==> config.mk <==
export PLATFORM = sky130hd
export DESIGN_NAME = spi_bridge_burst_splitter
export DESIGN_NICKNAME = d
export VERILOG_FILES = /design/src/design/sbs_pkg.sv /design/src/design/sbs_ctrl.sv /design/src/design/sbs_dp.sv /design/src/design/spi_bridge_burst_splitter.sv
export SDC_FILE = /design/constraint.sdc
export NUM_CORES = 1
export LEC_CHECK = 0
export ABC_AREA = 1
export BUFFER_PORTS_ARGS = -buffer_cell sky130_fd_sc_hd__buf_2
export CORE_UTILIZATION = 25
export CTS_BUF_LIST = sky130_fd_sc_hd__clkbuf_8
export DETAILED_ROUTE_END_ITERATION = 16
export HOLD_SLACK_MARGIN = 0.02
export PLACE_DENSITY = 0.49
export SLEW_MARGIN = 40
export SYNTH_ARGS = -nofsm -noshare
export SYNTH_HDL_FRONTEND = slang
export SYNTH_SLANG_ARGS = --single-unit
export TNS_END_PERCENT = 20
==> constraint.sdc <==
create_clock -name i_clk -period 3.9 [get_ports i_clk]
set_input_delay 0.39 -clock i_clk [delete_from_list [all_inputs] [get_ports i_clk]]
set_output_delay 0.39 -clock i_clk [all_outputs]
set_load 0.02 [all_outputs]
==> src/design/sbs_pkg.sv <==
// shared constants, widths and controller/datapath interface types for the burst splitter
// no dependencies
package sbs_pkg;

    localparam int ADDR_W  = 32;
    localparam int LEN_W   = 10;
    localparam int WADDR_W = ADDR_W - 2;
    localparam int CHUNK_W = 9;
    localparam int CMD_W   = 8;
    localparam int DUMMY_W = 5;
    localparam int WSEL_W  = 2;
    localparam int CIDX_W  = 2;
    localparam int CDAT_W  = 9;

    localparam int S_TDATA_W = 48;
    localparam int M_TDATA_W = 64;
    localparam int M_TUSER_W = 2;

    localparam int MAX_REQUEST_BYTES = 1020;

    localparam logic [CHUNK_W-1:0] MAX_CHUNK_LOW  = CHUNK_W'(64);
    localparam logic [CHUNK_W-1:0] MAX_CHUNK_HIGH = CHUNK_W'(256);
    localparam logic [CMD_W-1:0]   WRITE_BASE_CMD = 8'h80;
    localparam logic [CMD_W-1:0]   READ_BASE_CMD  = 8'h60;

    localparam logic [CIDX_W-1:0] CFG_MAX_CHUNK = 2'd0;
    localparam logic [CIDX_W-1:0] CFG_WAIT_SEL  = 2'd1;
    localparam logic [CIDX_W-1:0] CFG_LANE_MODE = 2'd2;

    localparam logic [CHUNK_W-1:0] RST_MAX_CHUNK = CHUNK_W'(256);
    localparam logic [WSEL_W-1:0]  RST_WAIT_SEL  = 2'd2;
    localparam logic               RST_LANE_MODE = 1'b0;

    typedef struct packed {
        logic in_ready;
        logic load;
        logic emit_chunk;
        logic emit_error;
    } t_ctrl_cmd;

    typedef struct packed {
        logic len_zero;
        logic len_bad;
        logic last_chunk;
        logic out_free;
    } t_ctrl_stat;

endpackage

==> src/design/sbs_ctrl.sv <==
// request sequencer for the burst splitter: idle, chunk run, error result
// depends on sbs_pkg
module sbs_ctrl (
    input  logic               i_clk,
    input  logic               i_rst_n,
    input  logic               i_in_valid,
    input  sbs_pkg::t_ctrl_stat i_stat,
    output sbs_pkg::t_ctrl_cmd  o_cmd
);
    import sbs_pkg::*;

    localparam logic [1:0] ST_IDLE = 2'd0;
    localparam logic [1:0] ST_RUN  = 2'd1;
    localparam logic [1:0] ST_ERR  = 2'd2;

    logic [1:0] r_state;
    logic [1:0] n_state;

    always_comb begin
        o_cmd.in_ready   = (r_state == ST_IDLE);
        o_cmd.load       = o_cmd.in_ready && i_in_valid;
        o_cmd.emit_chunk = (r_state == ST_RUN) && i_stat.out_free;
        o_cmd.emit_error = (r_state == ST_ERR) && i_stat.out_free;
    end

    always_comb begin
        n_state = r_state;
        unique case (r_state)
            ST_IDLE: begin
                if (o_cmd.load) begin
                    priority if (i_stat.len_zero) n_state = ST_IDLE;
                    else if (i_stat.len_bad)      n_state = ST_ERR;
                    else                          n_state = ST_RUN;
                end
            end
            ST_RUN: begin
                if (o_cmd.emit_chunk && i_stat.last_chunk) n_state = ST_IDLE;
            end
            ST_ERR: begin
                if (o_cmd.emit_error) n_state = ST_IDLE;
            end
            default: n_state = ST_IDLE;
        endcase
    end

    always_ff @(posedge i_clk) begin
        if (!i_rst_n) begin
            r_state <= ST_IDLE;
        end else begin
            r_state <= n_state;
        end
    end

endmodule

==> src/design/sbs_dp.sv <==
// datapath for the burst splitter: remainder, address and offset registers,
// chunk sizing, command lookup and the output register; depends on sbs_pkg
module sbs_dp (
    input  logic                          i_clk,
    input  logic                          i_rst_n,
    input  sbs_pkg::t_ctrl_cmd            i_cmd,
    output sbs_pkg::t_ctrl_stat           o_stat,
    input  logic                          i_mode,
    input  logic [sbs_pkg::ADDR_W-1:0]    i_byte_address,
    input  logic [sbs_pkg::LEN_W-1:0]     i_byte_length,
    input  logic [sbs_pkg::CHUNK_W-1:0]   i_max_chunk,
    input  logic [sbs_pkg::WSEL_W-1:0]    i_wait_sel,
    input  logic                          i_lane_mode,
    input  logic                          i_out_ready,
    output logic                          o_out_valid,
    output logic [sbs_pkg::CMD_W-1:0]     o_command,
    output logic [sbs_pkg::WADDR_W-1:0]   o_word_address,
    output logic [sbs_pkg::DUMMY_W-1:0]   o_dummy_bytes,
    output logic [sbs_pkg::CHUNK_W-1:0]   o_chunk_bytes,
    output logic [sbs_pkg::LEN_W-1:0]     o_byte_offset,
    output logic                          o_is_write,
    output logic                          o_length_error,
    output logic                          o_last
);
    import sbs_pkg::*;

    function automatic logic [CHUNK_W-1:0] eff_max(input logic [CHUNK_W-1:0] v);
        logic [CHUNK_W-1:0] m;
        m = {v[CHUNK_W-1:2], 2'b00};
        if (m < MAX_CHUNK_LOW)  m = MAX_CHUNK_LOW;
        if (m > MAX_CHUNK_HIGH) m = MAX_CHUNK_HIGH;
        return m;
    endfunction

    function automatic logic [CMD_W-1:0] chunk_cmd(input logic [CHUNK_W-1:0] c,
                                                   input logic [CMD_W-1:0] base);
        logic [CMD_W-1:0] cmd;
        unique case (c)
            CHUNK_W'(4):   cmd = base + CMD_W'(0);
            CHUNK_W'(16):  cmd = base + CMD_W'(1);
            CHUNK_W'(32):  cmd = base + CMD_W'(2);
            CHUNK_W'(64):  cmd = base + CMD_W'(3);
            CHUNK_W'(128): cmd = base + CMD_W'(4);
            CHUNK_W'(256): cmd = base + CMD_W'(5);
            default:       cmd = '0;
        endcase
        return cmd;
    endfunction

    logic                r_is_wr;
    logic [WADDR_W-1:0]  r_waddr;
    logic [LEN_W-1:0]    r_rem;
    logic [LEN_W-1:0]    r_offset;
    logic [CHUNK_W-1:0]  r_maxc;
    logic [CMD_W-1:0]    r_base;
    logic [DUMMY_W-1:0]  r_dummy;
    logic                r_out_valid;
    logic                n_out_valid;

    logic [LEN_W-1:0]    low_bit;
    logic [CHUNK_W-1:0]  chunk;
    logic [2:0]          wait_mult;
    logic [DUMMY_W-1:0]  dummy_calc;
    logic [CMD_W-1:0]    read_base;

    assign wait_mult  = {1'b0, i_wait_sel} + 3'd1;
    assign dummy_calc = i_lane_mode ? DUMMY_W'({wait_mult, 2'b00})
                                    : DUMMY_W'({wait_mult, 1'b0});
    assign read_base  = READ_BASE_CMD + CMD_W'({i_wait_sel, 3'b000});

    assign low_bit = r_rem & (~r_rem + LEN_W'(1));

    always_comb begin
        if (r_rem >= LEN_W'(r_maxc)) begin
            chunk = r_maxc;
        end else if (low_bit == LEN_W'(8)) begin
            chunk = CHUNK_W'(4);
        end else begin
            chunk = low_bit[CHUNK_W-1:0];
        end
    end

    always_comb begin
        o_stat.len_zero   = (i_byte_length == '0);
        o_stat.len_bad    = (i_byte_length[1:0] != 2'b00) ||
                            (i_byte_length > LEN_W'(MAX_REQUEST_BYTES));
        o_stat.last_chunk = (r_rem == LEN_W'(chunk));
        o_stat.out_free   = !r_out_valid || i_out_ready;
    end

    always_ff @(posedge i_clk) begin
        if (i_cmd.load) begin
            r_is_wr  <= i_mode;
            r_waddr  <= i_byte_address[ADDR_W-1:2];
            r_rem    <= i_byte_length;
            r_offset <= '0;
            r_maxc   <= eff_max(i_max_chunk);
            r_base   <= i_mode ? WRITE_BASE_CMD : read_base;
            r_dummy  <= i_mode ? '0 : dummy_calc;
        end else if (i_cmd.emit_chunk) begin
            r_rem    <= r_rem - LEN_W'(chunk);
            r_offset <= r_offset + LEN_W'(chunk);
            r_waddr  <= r_waddr + WADDR_W'(chunk[CHUNK_W-1:2]);
        end
    end

    always_ff @(posedge i_clk) begin
        if (i_cmd.emit_chunk) begin
            o_command      <= chunk_cmd(chunk, r_base);
            o_word_address <= r_waddr;
            o_dummy_bytes  <= r_dummy;
            o_chunk_bytes  <= chunk;
            o_byte_offset  <= r_offset;
            o_is_write     <= r_is_wr;
            o_length_error <= 1'b0;
            o_last         <= o_stat.last_chunk;
        end else if (i_cmd.emit_error) begin
            o_command      <= '0;
            o_word_address <= '0;
            o_dummy_bytes  <= '0;
            o_chunk_bytes  <= '0;
            o_byte_offset  <= '0;
            o_is_write     <= r_is_wr;
            o_length_error <= 1'b1;
            o_last         <= 1'b1;
        end
    end

    always_comb begin
        n_out_valid = r_out_valid;
        if (i_cmd.emit_chunk || i_cmd.emit_error) begin
            n_out_valid = 1'b1;
        end else if (i_out_ready) begin
            n_out_valid = 1'b0;
        end
    end

    always_ff @(posedge i_clk) begin
        if (!i_rst_n) begin
            r_out_valid <= 1'b0;
        end else begin
            r_out_valid <= n_out_valid;
        end
    end

    assign o_out_valid = r_out_valid;

endmodule

==> src/design/spi_bridge_burst_splitter.sv <==
// top level of the spi bridge burst splitter: config registers, sequencer and datapath
// depends on sbs_pkg, sbs_ctrl and sbs_dp
// an accepted request is first loaded into the datapath registers; its first descriptor
// is then registered into the output register. throughput: one descriptor per cycle while
// the output is taken; a new request is accepted only after the last chunk or the error
// result of the previous one is emitted, and a zero-length request gives no descriptor
// reset: synchronous active low, empties the output register, config back to defaults
module spi_bridge_burst_splitter (
    input  logic                              i_clk,
    input  logic                              i_rst_n,
    input  logic                              s_axis_tvalid,
    output logic                              s_axis_tready,
    // byte_address [31:0], byte_length [41:32], zero pad [47:42]
    input  logic [sbs_pkg::S_TDATA_W-1:0]     s_axis_tdata,
    // mode [0]
    input  logic                              s_axis_tuser,
    output logic                              m_axis_tvalid,
    input  logic                              m_axis_tready,
    // command [7:0], word_address [37:8], dummy_bytes [42:38], chunk_bytes [51:43],
    // byte_offset [61:52], zero pad [63:62]
    output logic [sbs_pkg::M_TDATA_W-1:0]     m_axis_tdata,
    // is_write [0], length_error [1]
    output logic [sbs_pkg::M_TUSER_W-1:0]     m_axis_tuser,
    output logic                              m_axis_tlast,
    input  logic                              i_cfg_valid,
    output logic                              o_cfg_ready,
    input  logic [sbs_pkg::CIDX_W-1:0]        i_cfg_index,
    input  logic [sbs_pkg::CDAT_W-1:0]        i_cfg_data
);
    import sbs_pkg::*;

    logic [CHUNK_W-1:0] r_max_chunk;
    logic [WSEL_W-1:0]  r_wait_sel;
    logic               r_lane_mode;

    t_ctrl_cmd  cmd;
    t_ctrl_stat stat;

    logic [CMD_W-1:0]   command;
    logic [WADDR_W-1:0] word_address;
    logic [DUMMY_W-1:0] dummy_bytes;
    logic [CHUNK_W-1:0] chunk_bytes;
    logic [LEN_W-1:0]   byte_offset;
    logic               is_write;
    logic               length_error;

    assign o_cfg_ready = 1'b1;

    always_ff @(posedge i_clk) begin
        if (!i_rst_n) begin
            r_max_chunk <= RST_MAX_CHUNK;
            r_wait_sel  <= RST_WAIT_SEL;
            r_lane_mode <= RST_LANE_MODE;
        end else if (i_cfg_valid && o_cfg_ready) begin
            unique case (i_cfg_index)
                CFG_MAX_CHUNK: r_max_chunk <= i_cfg_data[CHUNK_W-1:0];
                CFG_WAIT_SEL:  r_wait_sel  <= i_cfg_data[WSEL_W-1:0];
                CFG_LANE_MODE: r_lane_mode <= i_cfg_data[0];
                default: ;
            endcase
        end
    end

    sbs_ctrl u_ctrl (
        .i_clk      (i_clk),
        .i_rst_n    (i_rst_n),
        .i_in_valid (s_axis_tvalid),
        .i_stat     (stat),
        .o_cmd      (cmd)
    );

    sbs_dp u_dp (
        .i_clk          (i_clk),
        .i_rst_n        (i_rst_n),
        .i_cmd          (cmd),
        .o_stat         (stat),
        .i_mode         (s_axis_tuser),
        .i_byte_address (s_axis_tdata[ADDR_W-1:0]),
        .i_byte_length  (s_axis_tdata[ADDR_W+LEN_W-1:ADDR_W]),
        .i_max_chunk    (r_max_chunk),
        .i_wait_sel     (r_wait_sel),
        .i_lane_mode    (r_lane_mode),
        .i_out_ready    (m_axis_tready),
        .o_out_valid    (m_axis_tvalid),
        .o_command      (command),
        .o_word_address (word_address),
        .o_dummy_bytes  (dummy_bytes),
        .o_chunk_bytes  (chunk_bytes),
        .o_byte_offset  (byte_offset),
        .o_is_write     (is_write),
        .o_length_error (length_error),
        .o_last         (m_axis_tlast)
    );

    assign s_axis_tready = cmd.in_ready;
    assign m_axis_tdata  = {2'b00, byte_offset, chunk_bytes, dummy_bytes, word_address, command};
    assign m_axis_tuser  = {length_error, is_write};

`ifndef NO_ASSERTIONS
    // a chunk result never moves zero bytes
    a_chunk_nonzero: assert property (@(posedge i_clk) disable iff (!i_rst_n)
        (m_axis_tvalid && !length_error) |-> (chunk_bytes != '0))
        else $error("zero byte chunk");

    // error result is always the final result of its request
    a_err_last: assert property (@(posedge i_clk) disable iff (!i_rst_n)
        (m_axis_tvalid && length_error) |-> (m_axis_tlast && chunk_bytes == '0))
        else $error("error result without last");

    // writes carry no dummy bytes
    a_wr_dummy: assert property (@(posedge i_clk) disable iff (!i_rst_n)
        (m_axis_tvalid && is_write) |-> (dummy_bytes == '0))
        else $error("write with dummy bytes");

    // a new result is only produced when the output slot can take it
    a_no_overwrite: assert property (@(posedge i_clk) disable iff (!i_rst_n)
        (m_axis_tvalid && !m_axis_tready) |-> !(cmd.emit_chunk || cmd.emit_error))
        else $error("output overwritten");
`endif

endmodule
-- Word level (Yosys, flattened, before mapping)
Cells that the tools add are included.
- register bits: 153
- bits of input ports: 65
- output and inout port bits: 70
- logic and storage cells: 108
- $add $sub $neg: 11
- order comparisons: 4
- eq/ne operators: 15
- multiplexer cells: 32
- bitwise operators: 3
- reduce and logical (&&, ||, !) cells: 21
- operators with widths (operator ; count):
    $mux 30 ; 4
    $mux 9 ; 6
    $pmux 8 s6 ; 1
    $mux 10 ; 4
    $add 30x7->30 ; 1
    $add 8x2->8 const B ; 2
    $add 8x3->8 const B ; 2
    $mux 8 ; 2
    $add 10x1->10 const B ; 1
    $add 10x9->10 ; 1
    $and 10x10->10 ; 1
    $eq 10x4->1 const B ; 1
    $eq 10x9->1 ; 1
    $ge 10x9->1 ; 1
    $gt 10x10->1 const B ; 1
    $logic_not 10->1 ; 1
    $mux 2 ; 5
    $mux 5 ; 2
    $not 10->10 ; 1
    $sub 10x9->10 ; 1
    $eq 9x3->1 const B ; 1
    $eq 9x5->1 const B ; 1
    $eq 9x6->1 const B ; 1
    $eq 9x7->1 const B ; 1
    23 further kinds ; 43

-- Depth between registers and ports, before layout
- depth in word-level cells: 10
- gate-level depth with buffers: 25
- gate-level depth less buffers: 24

-- Cells and area by module
A second synthesis with hierarchy kept.
- cells, all modules: 992
- area total of the unflattened synthesis: 8237.9 sq um
- by module, submodules not included (module ; times used ; cells an instance ; area each (sq um) ; seq. area each (sq um)):
    sbs_dp ; 1 ; 880 ; 7485.9 ; 3783.6
    spi_bridge_burst_splitter ; 1 ; 85 ; 595.6 ; 240.2
    sbs_ctrl ; 1 ; 27 ; 156.4 ; 40.0

-- Least setup slack after synthesis
Ideal clock, no wire load.
- kind: register to register
- start point: register u_dp.r_rem[5]
- end point: register u_dp.r_waddr[16] (data pin)
- library setup time: 253 ps
- arrival time: 3144 ps
- required time: 3647 ps
- path slack: 503 ps
- cell stages (with the launch flop): 25
- buffers on the path: 1
- period minus slack after synthesis: 3397 ps
- cells stage by stage: edfxtp_1 -> ha_1 -> nand2_1 -> inv_1 -> nand3_2 -> nor2_4 -> nor2_8 -> nand2_4 -> buf_12 -> nand2_1 -> nand2_1 -> ha_1 -> inv_1 -> fa_1 -> inv_1 -> nand2_1 -> o21ai_1 -> inv_1 -> o21ai_2 -> nand2_1 -> nor2_1 -> nand3_1 -> xor2_1 -> nand2_1 -> nand2_1
- cells in the longest elaborated chain, start to end: 9
- elaborated cells on any way between the ends: 10
- those cells by class: add/sub (2); order compare (1); eq/ne (1); mux (4); bitwise (2)
- ends and longest elaborated chain (item ; line ; text):
    start, declared ; sbs_dp.sv:52 ; logic [LEN_W-1:0] r_rem;
    start signal, assigned ; sbs_dp.sv:95 ; r_rem <= i_byte_length;
    start signal, assigned ; sbs_dp.sv:101 ; r_rem <= r_rem - LEN_W'(chunk);
    $not 10->10 ; sbs_dp.sv:71 ; assign low_bit = r_rem & (~r_rem + LEN_W'(1));
    $add 10x1->10 ; sbs_dp.sv:71 ;
    $and 10x10->10 ; sbs_dp.sv:71 ;
    $eq 10x4->1 ; sbs_dp.sv:76 ; end else if (low_bit == LEN_W'(8)) begin
    $mux 9 ; sbs_dp.sv:76 ;
    $mux 9 (*) ; sbs_dp.sv:74 ; if (r_rem >= LEN_W'(r_maxc)) begin
    named net u_dp.chunk[2] ; sbs_dp.sv:61 ; logic [CHUNK_W-1:0] chunk;
    $add 30x7->30 (*) ; sbs_dp.sv:103 ; r_waddr <= r_waddr + WADDR_W'(chunk[CHUNK_W-1:2]);
    $mux 30 (*) ; sbs_dp.sv:100 ; end else if (i_cmd.emit_chunk) begin
    $mux 30 (*) ; sbs_dp.sv:92 ; if (i_cmd.load) begin
    end signal, assigned ; sbs_dp.sv:94 ; r_waddr <= i_byte_address[ADDR_W-1:2];
    end signal, assigned ; sbs_dp.sv:103 ;
    end, declared ; sbs_dp.sv:51 ; logic [WADDR_W-1:0] r_waddr;
Mark *: on every way through the listed nets, which the timed path passes. The rest lies on a longest branch. The select of a mux whose other input is x is not followed.
A chain may end at the register's enable or synchronous reset.

-- Worst setup path after layout
- start point: register u_dp.r_maxc[7]
- end point: register u_dp.r_waddr[26] (data pin)
- cells in the longest elaborated chain, start to end: 5
- ends and longest elaborated chain (item ; line ; text):
    start, declared ; sbs_dp.sv:54 ; logic [CHUNK_W-1:0] r_maxc;
    start signal, assigned ; sbs_dp.sv:97 ; r_maxc <= eff_max(i_max_chunk);
    $ge 10x9->1 ; sbs_dp.sv:74 ;
    $mux 9 ; sbs_dp.sv:74 ;
    named net u_dp.chunk[2] ; sbs_dp.sv:61 ;
    $add 30x7->30 ; sbs_dp.sv:103 ;
    $mux 30 ; sbs_dp.sv:100 ;
    $mux 30 ; sbs_dp.sv:92 ;
The timed path passes the listed nets, and every way through them passes these cells. The select of a mux whose other input is x is not followed.

==> results.md <==
* Run status: completed
* DRC Markers at 0
* Post-CTS setup buffers at 0
* # port buffers at 122
* Gpl congestion at 0.840
* Largest area contributor in the netlist: edfxtp_1
* Inst Count DP at 1362
* Post-Syn Instances at 849
* Vias at 5959
* Slew HR at 52.8%
* Power Internal at 0.00354 W
* Die Span X at 178 um
* Max Fclk at 0.278 GHz
* Static leakage at 4.09 nW
* CTS resizes at 0
* Post-Layout Cell Count at about 1400
* #FFs+latches synth at around 140
* WP data required at 4.11 ns
* Ys Warns at 0
* Skew-Pair Late Insertion Delay at 0.45 ns
* Largest cells by area after synthesis: edfxtp_1 (46%), nand2_1 (8.1%), dfxtp_1 (6.2%)
* Overall Global Routing Usage at 13.1%
* DR iter-0 viols at 330
* Worst reg2reg setup slack at 0.31 ns
* FFs w/ async S/R, synth at 0%
* Pwr dens at 617 nW/um2
* Pre-antenna DRT Iters at 5
* Critical path data arrival time at ~3.8 ns
* Initial antenna violation count at 2
* WHS at 0.158 ns
* Post-CTS Hold Fix Bufs at 0
* Wire length of the first global-routing pass at roughly 31 mm
* Sw Ratio at 38.9%
* Share of cells above drive strength 1 at between 20% and 30%
* Clock power frac at 23.0%
* Worst setup EP type: register
* Worst ir drop on vdd at around 0.22 mV
* Slew @ Worst Pin at 0.708 ns
* Pin count of the biggest net entering global routing at 65
* Core Area at around 30000 um2
* Final Skew at 0.0188 ns
* Number of distinct library cells after synthesis at between 40 and 50
* Setup CP Type: reg2reg
* Root Buffer: clkbuf_8
* CTS H-tree lvls at 4
* Layout overhead on the synthesized area at 21.7%
* Syn_area_per_cell at a little over 9 um2
* Seq pwr share at 35.3%
* Max cap viols at 0
* Tmin final at roughly 3.6 ns
* Hold Fails Final Rpt at 0
* # nets final at 1092
* Die area at 31500 um2
* Number of flops mapped to enable cells by yosys at ~120
* Final Setup Violations at 0
* Reg clk slew, reported paths at 0.09 ns
* Sequential element share of the synthesized area at 52.2%
* Post-Route WL at 19.9 mm
* Crit-path max FO at 10
* Via/cell ratio at 4.27
* Final period util at 92.1%
* Rows at 63
* Antenna Violating Nets Remaining at 0
* Comb pwr share at 41.7%
* Vias in the first global route at 5838
* Hold WC Path Type: in2reg
* HPWL Detailed at 14.8 mm
* Initial Utilization at 25.7%
* Drt wl/cell at around 14 um
* CTS Buffer Depth at 2
* RSZ-0062 raised after global routing: yes
* CTS Sinks at 142
* Worst setup SP type: register
* Syn Std Cell Area at 7710 um2
* Final slew viol count at 0
* Boundary pin count at between 100 and 150
* Main synth FF type: edfxtp_1
* Vert. Die Dim at roughly 180 um
* Yosys top cell area share at between 40% and 50%
* Switch Pwr at 0.00225 W
* CTS tree: built
* Num CTS Buffers at 17
* Grt ovf at 0
[cell usage in the layout (no fill, tap or decap), drive strengths merged, types with 5 or more instances in the layout]
cell,Yosys,final
dfxtp,24,24
o21ai,49,49
a21oi,37,37
nand2,183,183
clkinv,2,7
ha,33,33
edfxtp,118,118
o22ai,5,5
nand3,39,39
nand4,7,7
xnor2,7,7
clkbuf,17,19
xor2,18,18
inv,119,121
nor2,127,127
a31oi,7,7
nor3,19,19
buf,10,148
[routing by layer]
layer | track usage [%] | vias up | wire (um)
li1 | - | 3076 | -
met3 | 3.19 | 18 | 1020
met2 | 20.0 | 128 | 8650
met1 | 18.2 | 2737 | 9950
met4 | 4.17 | 0 | 299
met5 | 0 | - | 0
[cell families (layout without fill, tap and decap cells)]
kind of cell / Yosys count / count (layout) / synth area share [%]
simple gates: 386 / 386 / 23.1
buf+inv: 148 / 301 / 7.82
flops: 142 / 142 / 52.2
compound gates: 110 / 110 / 7.85
fa+ha+maj: 36 / 36 / 6.13
xor+xnor: 25 / 25 / 2.84
other cells: 2 / 6 / 0.0974
[power groups by stage]
stage	Clock, W	Sequential (W)	Combinational, W
6_report	0.00133	0.00204	0.00241
5_1_grt	0.00143	0.00207	0.00276
4_1_cts	0.00138	0.00204	0.00240
3_5_place_dp	0	0.00207	0.00239
3_3_place_gp	0	0.00207	0.00237
2_1_floorplan	0	0.00211	0.00170
[final timing paths]
| path | from | endpoint | depth (start not counted) |
|---|---|---|---|
| hold reg to reg | u_dp.r_is_wr | u_dp.o_is_write | 0 |
| setup reg to reg | u_dp.r_maxc[7] | u_dp.r_waddr[26] | 21 |
| hold / removal | i_cfg_data[1] | r_wait_sel[1] | 3 |
| setup / recovery | u_dp.r_maxc[7] | u_dp.r_waddr[26] | 21 |
[synthesized netlist by cell type (4+ instances only)]
| cell | instances |
|---|---|
| nor2_4 | 4 |
| nor4_1 | 4 |
| inv_1 | 118 |
| a21oi_1 | 37 |
| xnor2_1 | 7 |
| nand4_1 | 6 |
| o21ai_0 | 46 |
| nand3_2 | 5 |
| nor2_1 | 116 |
| buf_4 | 7 |
| nand2_4 | 14 |
| nor2_2 | 6 |
| dfxtp_1 | 24 |
| ha_1 | 33 |
| xor2_1 | 18 |
| clkbuf_1 | 17 |
| o22ai_1 | 5 |
| a31oi_1 | 7 |
| edfxtp_1 | 118 |
| nand2_1 | 166 |
| nand3_1 | 34 |
| nor3_1 | 19 |
[worst max-delay path: stages, from the launching register on]
cell      delay [ns]
edfxtp_1        0.38
inv_1           0.13
ha_1            0.26
nand3_1         0.10
nand3_2         0.13
nor2_8          0.22
nand3_1         0.09
nand2_1         0.13
ha_1            0.19
inv_1           0.06
fa_1            0.40
inv_1           0.07
nand2_1         0.05
o21ai_1         0.17
inv_1           0.11
o21ai_4         0.22
nand2_1         0.10
nor2_1          0.16
nand2_1         0.11
xor2_1          0.15
nand2_1         0.06
nand2_1         0.05
[metrics by stage]
stage               worst slack (ns)  utilization [%]  TNS (ns)  area [um2]  power [W]
finish                         0.306             31.3         0        9380    0.00579
global route                 -0.0400             31.3   -0.0400        9380    0.00626
CTS                            0.149             31.1         0        9320    0.00582
global placement               0.269             29.7         0        8880    0.00445
detailed placement             0.161             29.7         0        8880    0.00446
floorplan                      0.503                -         0        7720    0.00380
[flip-flops by register name (all words and copies together), names as in the netlist]
register / flops
r_max_chunk: 7
u_dp.o_dummy_bytes: 4
u_dp.r_is_wr: 1
u_dp.o_chunk_bytes: 9
u_dp.o_is_write: 1
u_dp.o_length_error: 1
u_dp.r_rem: 10
u_ctrl.r_state: 2
u_dp.r_dummy: 4
u_dp.r_maxc: 7
r_lane_mode: 1
u_dp.o_last: 1
u_dp.o_out_valid: 1
u_dp.r_offset: 10
u_dp.o_byte_offset: 10
u_dp.r_base: 4
u_dp.r_waddr: 30
u_dp.o_command: 7
r_wait_sel: 2
u_dp.o_word_address: 30
[cell type report]
type | count | area (um2)
Timing Repair Buffer | 148 | 818
Multi-Input combinational cell | 561 | 3150
Sequential cell | 142 | 4020
Fill cell | 3233 | 20600
Inverter | 121 | 460
Clock inverter | 13 | 174
Clock buffer | 19 | 262
Antenna cell | 2 | 5.00
Tap cell | 390 | 488
(Power assumes the default switching activity.)
